File: src/sv/rgb_median_filter_defines.svh
// ----------------------------------------------------------------------------
// rgb_median_filter_defines.svh
// Assertion macros shared by the median filter RTL.
// ----------------------------------------------------------------------------
`ifndef RGB_MEDIAN_FILTER_DEFINES_SVH
`define RGB_MEDIAN_FILTER_DEFINES_SVH

// Same-cycle implication, sampled on i_clk, off while i_rst_n is low
`define RMF_ASSERT_NOW(label, ante, cons, msg) \
    label: assert property (@(posedge i_clk) disable iff (!i_rst_n) \
        (ante) |-> (cons)) else $error(msg);

// Next-cycle implication, sampled on i_clk, off while i_rst_n is low
`define RMF_ASSERT_NEXT(label, ante, cons, msg) \
    label: assert property (@(posedge i_clk) disable iff (!i_rst_n) \
        (ante) |=> (cons)) else $error(msg);

`endif

File: src/sv/rmf_ram.sv
// ----------------------------------------------------------------------------
// rmf_ram
// Simple dual-port RAM: one write port, one registered read port.
// ----------------------------------------------------------------------------
`default_nettype none

module rmf_ram #(
    parameter int WIDTH = 8,
    parameter int DEPTH = 256
) (
    input  wire logic                     i_clk,
    input  wire logic                     i_we,
    input  wire logic [$clog2(DEPTH)-1:0] i_waddr,
    input  wire logic [WIDTH-1:0]         i_wdata,
    input  wire logic [$clog2(DEPTH)-1:0] i_raddr,
    output logic      [WIDTH-1:0]         o_rdata
);

    logic [WIDTH-1:0] r_mem [DEPTH];
    logic [WIDTH-1:0] r_rdata;

    // Read returns the old data on a same-address write
    always_ff @(posedge i_clk) begin
        if (i_we) begin
            r_mem[i_waddr] <= i_wdata;
        end
        r_rdata <= r_mem[i_raddr];
    end

    assign o_rdata = r_rdata;

endmodule

`default_nettype wire

File: config.mk
export PLATFORM = sky130hd
export DESIGN_NAME = rmf_ram
export DESIGN_NICKNAME = d
export VERILOG_FILES = /design/src/sv/rgb_median_filter_defines.svh /design/src/sv/rmf_ram.sv
export SDC_FILE = /design/constraint.sdc
export NUM_CORES = 2
export LEC_CHECK = 0
export ABC_CLOCK_PERIOD_IN_PS = 3050
export BUFFER_PORTS_ARGS = -buffer_cell sky130_fd_sc_hd__buf_2
export CAP_MARGIN = 5
export CORE_MARGIN = 4
export CORE_UTILIZATION = 55
export CTS_CLUSTER_DIAMETER = 100
export DETAILED_ROUTE_END_ITERATION = 12
export PLACE_DENSITY_LB_ADDON = 0.12
export SKIP_LAST_GASP = 1
export SLEW_MARGIN = 20
export SYNTH_ARGS = -nofsm -noshare
export SYNTH_HDL_FRONTEND = slang
export SYNTH_SLANG_ARGS = --single-unit
File: constraint.sdc
create_clock -name i_clk -period 3.05 [get_ports i_clk]
set_input_delay 0.305 -clock i_clk [delete_from_list [all_inputs] [get_ports i_clk]]
set_output_delay 0.305 -clock i_clk [all_outputs]
set_load 0.01 [all_outputs]
==> reports/metrics.cfg <==
[yosys]
synth_edf_count = 2048
yosysWarnings = 0
synth_top_area_frac = 0.773
avgSynthCellArea_sq_um = 21.3
syn_nets = 3759
syn_inst = 3733
netlist_area_sq_um = 79600
synth-seq-area-share = 0.775
ys_seq_elements = 2056
netlist.top_cell.by_area = edfxtp_1
ys_types = 55
synth_area_leaders = edfxtp_1, mux4_2, mux2i_1
async_flop_share = 0
synth_ff_type = edfxtp_1

[cts]
clock_sinks = 2056
cts_tree = built
hold_buffers = 2
cts_setup_buffers = 0
cts_resized = 0
clk_latency_ps = 840
clockBufferDepth = 3
clockRootBuffer = clkbuf_16
cts.clk_slew.worst_paths_ps = 60
htree_num_levels = 4
cts-buffers-inserted = 201

[route]
routed-via-count = 40800
route.detailed.drc = 0
via_per_inst = 6.42
drtAntennaViolNets = 0
wl_per_cell_um = 31.6
routed_wl_um = 201000
drtIter0Drc = 5152
first_pass_iters = 6

[timing]
fmax_ghz = 0.335
whs_ps = 36.8
fin_skew_ps = 28.0
setup_viol = 0
min_period_ps = 2990
rsz0062_at_grt = false
drv_slew = 0
layout_worst_path_cycle_share = 0.979
timing.final.hold_violations = 0
worst_pin_slew_ps = 1090
relSlewSlack = 0.265

[setup_path]
start_kind = flop
crit_end = o_rdata[1]
worst-path-buf-inv = 1
crit_path_max_fanout = 1
critical_path_class = flop to flop
end_kind = flop
crit_chain = mux4_1 > mux4_2 > nor2_1 > a2111oi_1 > buf_4 > nor3_1 > nor4_1
r2r_start = r_mem[130][1]
reg2reg_to = o_rdata[1]
crit_required_ps = 3720
critPathTopFamily = multiplexers
crit_path_top_delay_cell = nor3_1
rr_worst_depth = 7
cp_num_cells = 7
cp.arrival_ps = 3650
critPathLaunch = r_mem[130][1]
rrSetupSlack_ps = 60
max_stage_delay_ps = 820

[global_route]
grt_pass1_wl_um = 293000
grt_remaining_overflow = 0
grt_max_degree = 103
antenna_found_initial = 12
grtUsageTotal = 0.269
grt_pass1_vias = 41400

[cells_and_area]
drive_above_1_share = 0.303
n_fill_cell = 9575
final_util = 0.642
final_cells = 6358
layout_commonest_cell = edfxtp_1
final_cell_area_sq_um = 92300
area_growth_pct = 16.0
final_cell_mix = edfxtp_1, buf_4, mux4_2, nor2_1, clkbuf_16
nets = 4306

[place]
port_buffers = 33
dpl.hpwl_um = 131000
dp_cells = 5978
place_area_sq_um = 85500
finalWeightedCongestion = 0.874

[power]
powerDensity_nw_per_um2 = 642
fin_total_pwr_mw = 59.2
p_leak_nw = 29.7
ir_worst_vdd_mv = 0.535

[die]
die_w_um = 388
core-area_sq_um = 144000
start_util = 0.554
io_pins = 34
rows = 139
dieArea_sq_um = 151000
die_h_um = 388

[min_path]
hp-class = primary input to flop

[flow_run]
cap_violations = 0

[outcome]
status = completed

[how the worst min path moves through the flow]
stage	endpoint	slack (ps)	cells past startpoint	start
2_1_floorplan	r_mem[0][0]	400	0	i_wdata[0]
3_3_place_gp	o_rdata[3]	770	1	o_rdata[3]
3_5_place_dp	o_rdata[3]	770	1	o_rdata[3]
4_1_cts	r_mem[224][0]	3	1	i_wdata[0]
5_1_grt	r_mem[242][0]	20	1	i_wdata[0]
6_report	r_mem[94][4]	40	1	i_wdata[4]
[power breakdown]
group          switching, mW  total (mW)  internal, mW
Combinational           1.90        3.06          1.15
Sequential            0.0497        31.2          31.1
Clock                   10.4        25.0          14.6
Total                   12.4        59.2          46.9
[flip-flops by register name (all words and copies together), names as in the netlist]
| register | flops |
|---|---|
| o_rdata | 8 |
| r_mem | 2048 |
[layer usage]
metal | track usage | share of wire | vias up | wire (um)
met2 | 0.427 | 0.49 | 1988 | 97700
met5 | 0 | 0.000060 | - | 12
li1 | - | - | 16800 | -
met3 | 0.0490 | 0.086 | 342 | 17200
met1 | 0.389 | 0.40 | 21700 | 79900
met4 | 0.0800 | 0.030 | 2 | 6060
[kinds of logic (layout without fill, tap and decap cells)]
kind of cell / after synthesis / in the layout / share of synthesized area
mux: 591 / 591 / 0.146
compound gates: 385 / 385 / 0.0342
buf+inv: 235 / 955 / 0.0183
simple gates: 466 / 466 / 0.0263
flops: 2056 / 2056 / 0.775
other cells: 0 / 2 / 0
[cell type report]
type | count | area [sq um] | area share
antenna | 2 | 5.00 | 0.0000543
multi-input combinational | 1442 | 16500 | 0.179
timing repair buffer | 577 | 4980 | 0.0540
clock buffer | 241 | 5240 | 0.0568
tap | 1903 | 2380 | 0.0258
sequential | 2056 | 61700 | 0.668
clock inverter | 135 | 1470 | 0.0159
inverter | 2 | 7.51 | 0.0000814
[stage by stage]
| stage | setup TNS (ps) | setup WS (ps) |
|---|---|---|
| CTS | 0 | 86.3 |
| detailed placement | -3290 | -680 |
| finish | 0 | 63.6 |
| global placement | -4750 | -1030 |
| floorplan | 0 | 807 |
| global route | 0 | 63.0 |
[synthesized netlist by cell type (6+ instances only)]
cell      count
edfxtp_1   2048
mux4_2      454
nor2_1      282
mux2i_1     134
a22oi_1     133
clkbuf_1    111
a21oi_1      96
o221ai_1     46
nand3_1      34
nand2_1      33
buf_2        31
nor2b_1      31
o22ai_1      28
buf_4        27
nor4_1       24
buf_1        22
nor3_1       22
buf_6        21
a211oi_1     16
a221oi_1     13
buf_8        13
nand4_1      10
o211ai_1     10
o21ai_0      10
a22o_1        8
buf_12        8
dfxtp_1       8
nand2b_1      8
and2_1        6
[worst register-to-register path, cell delays in order (launching register included)]
cell,delay (ps)
edfxtp_1,390
mux4_1,600
mux4_2,520
nor2_1,120
a2111oi_1,70
buf_4,160
nor3_1,820
nor4_1,140
(Power assumes the default switching activity.)
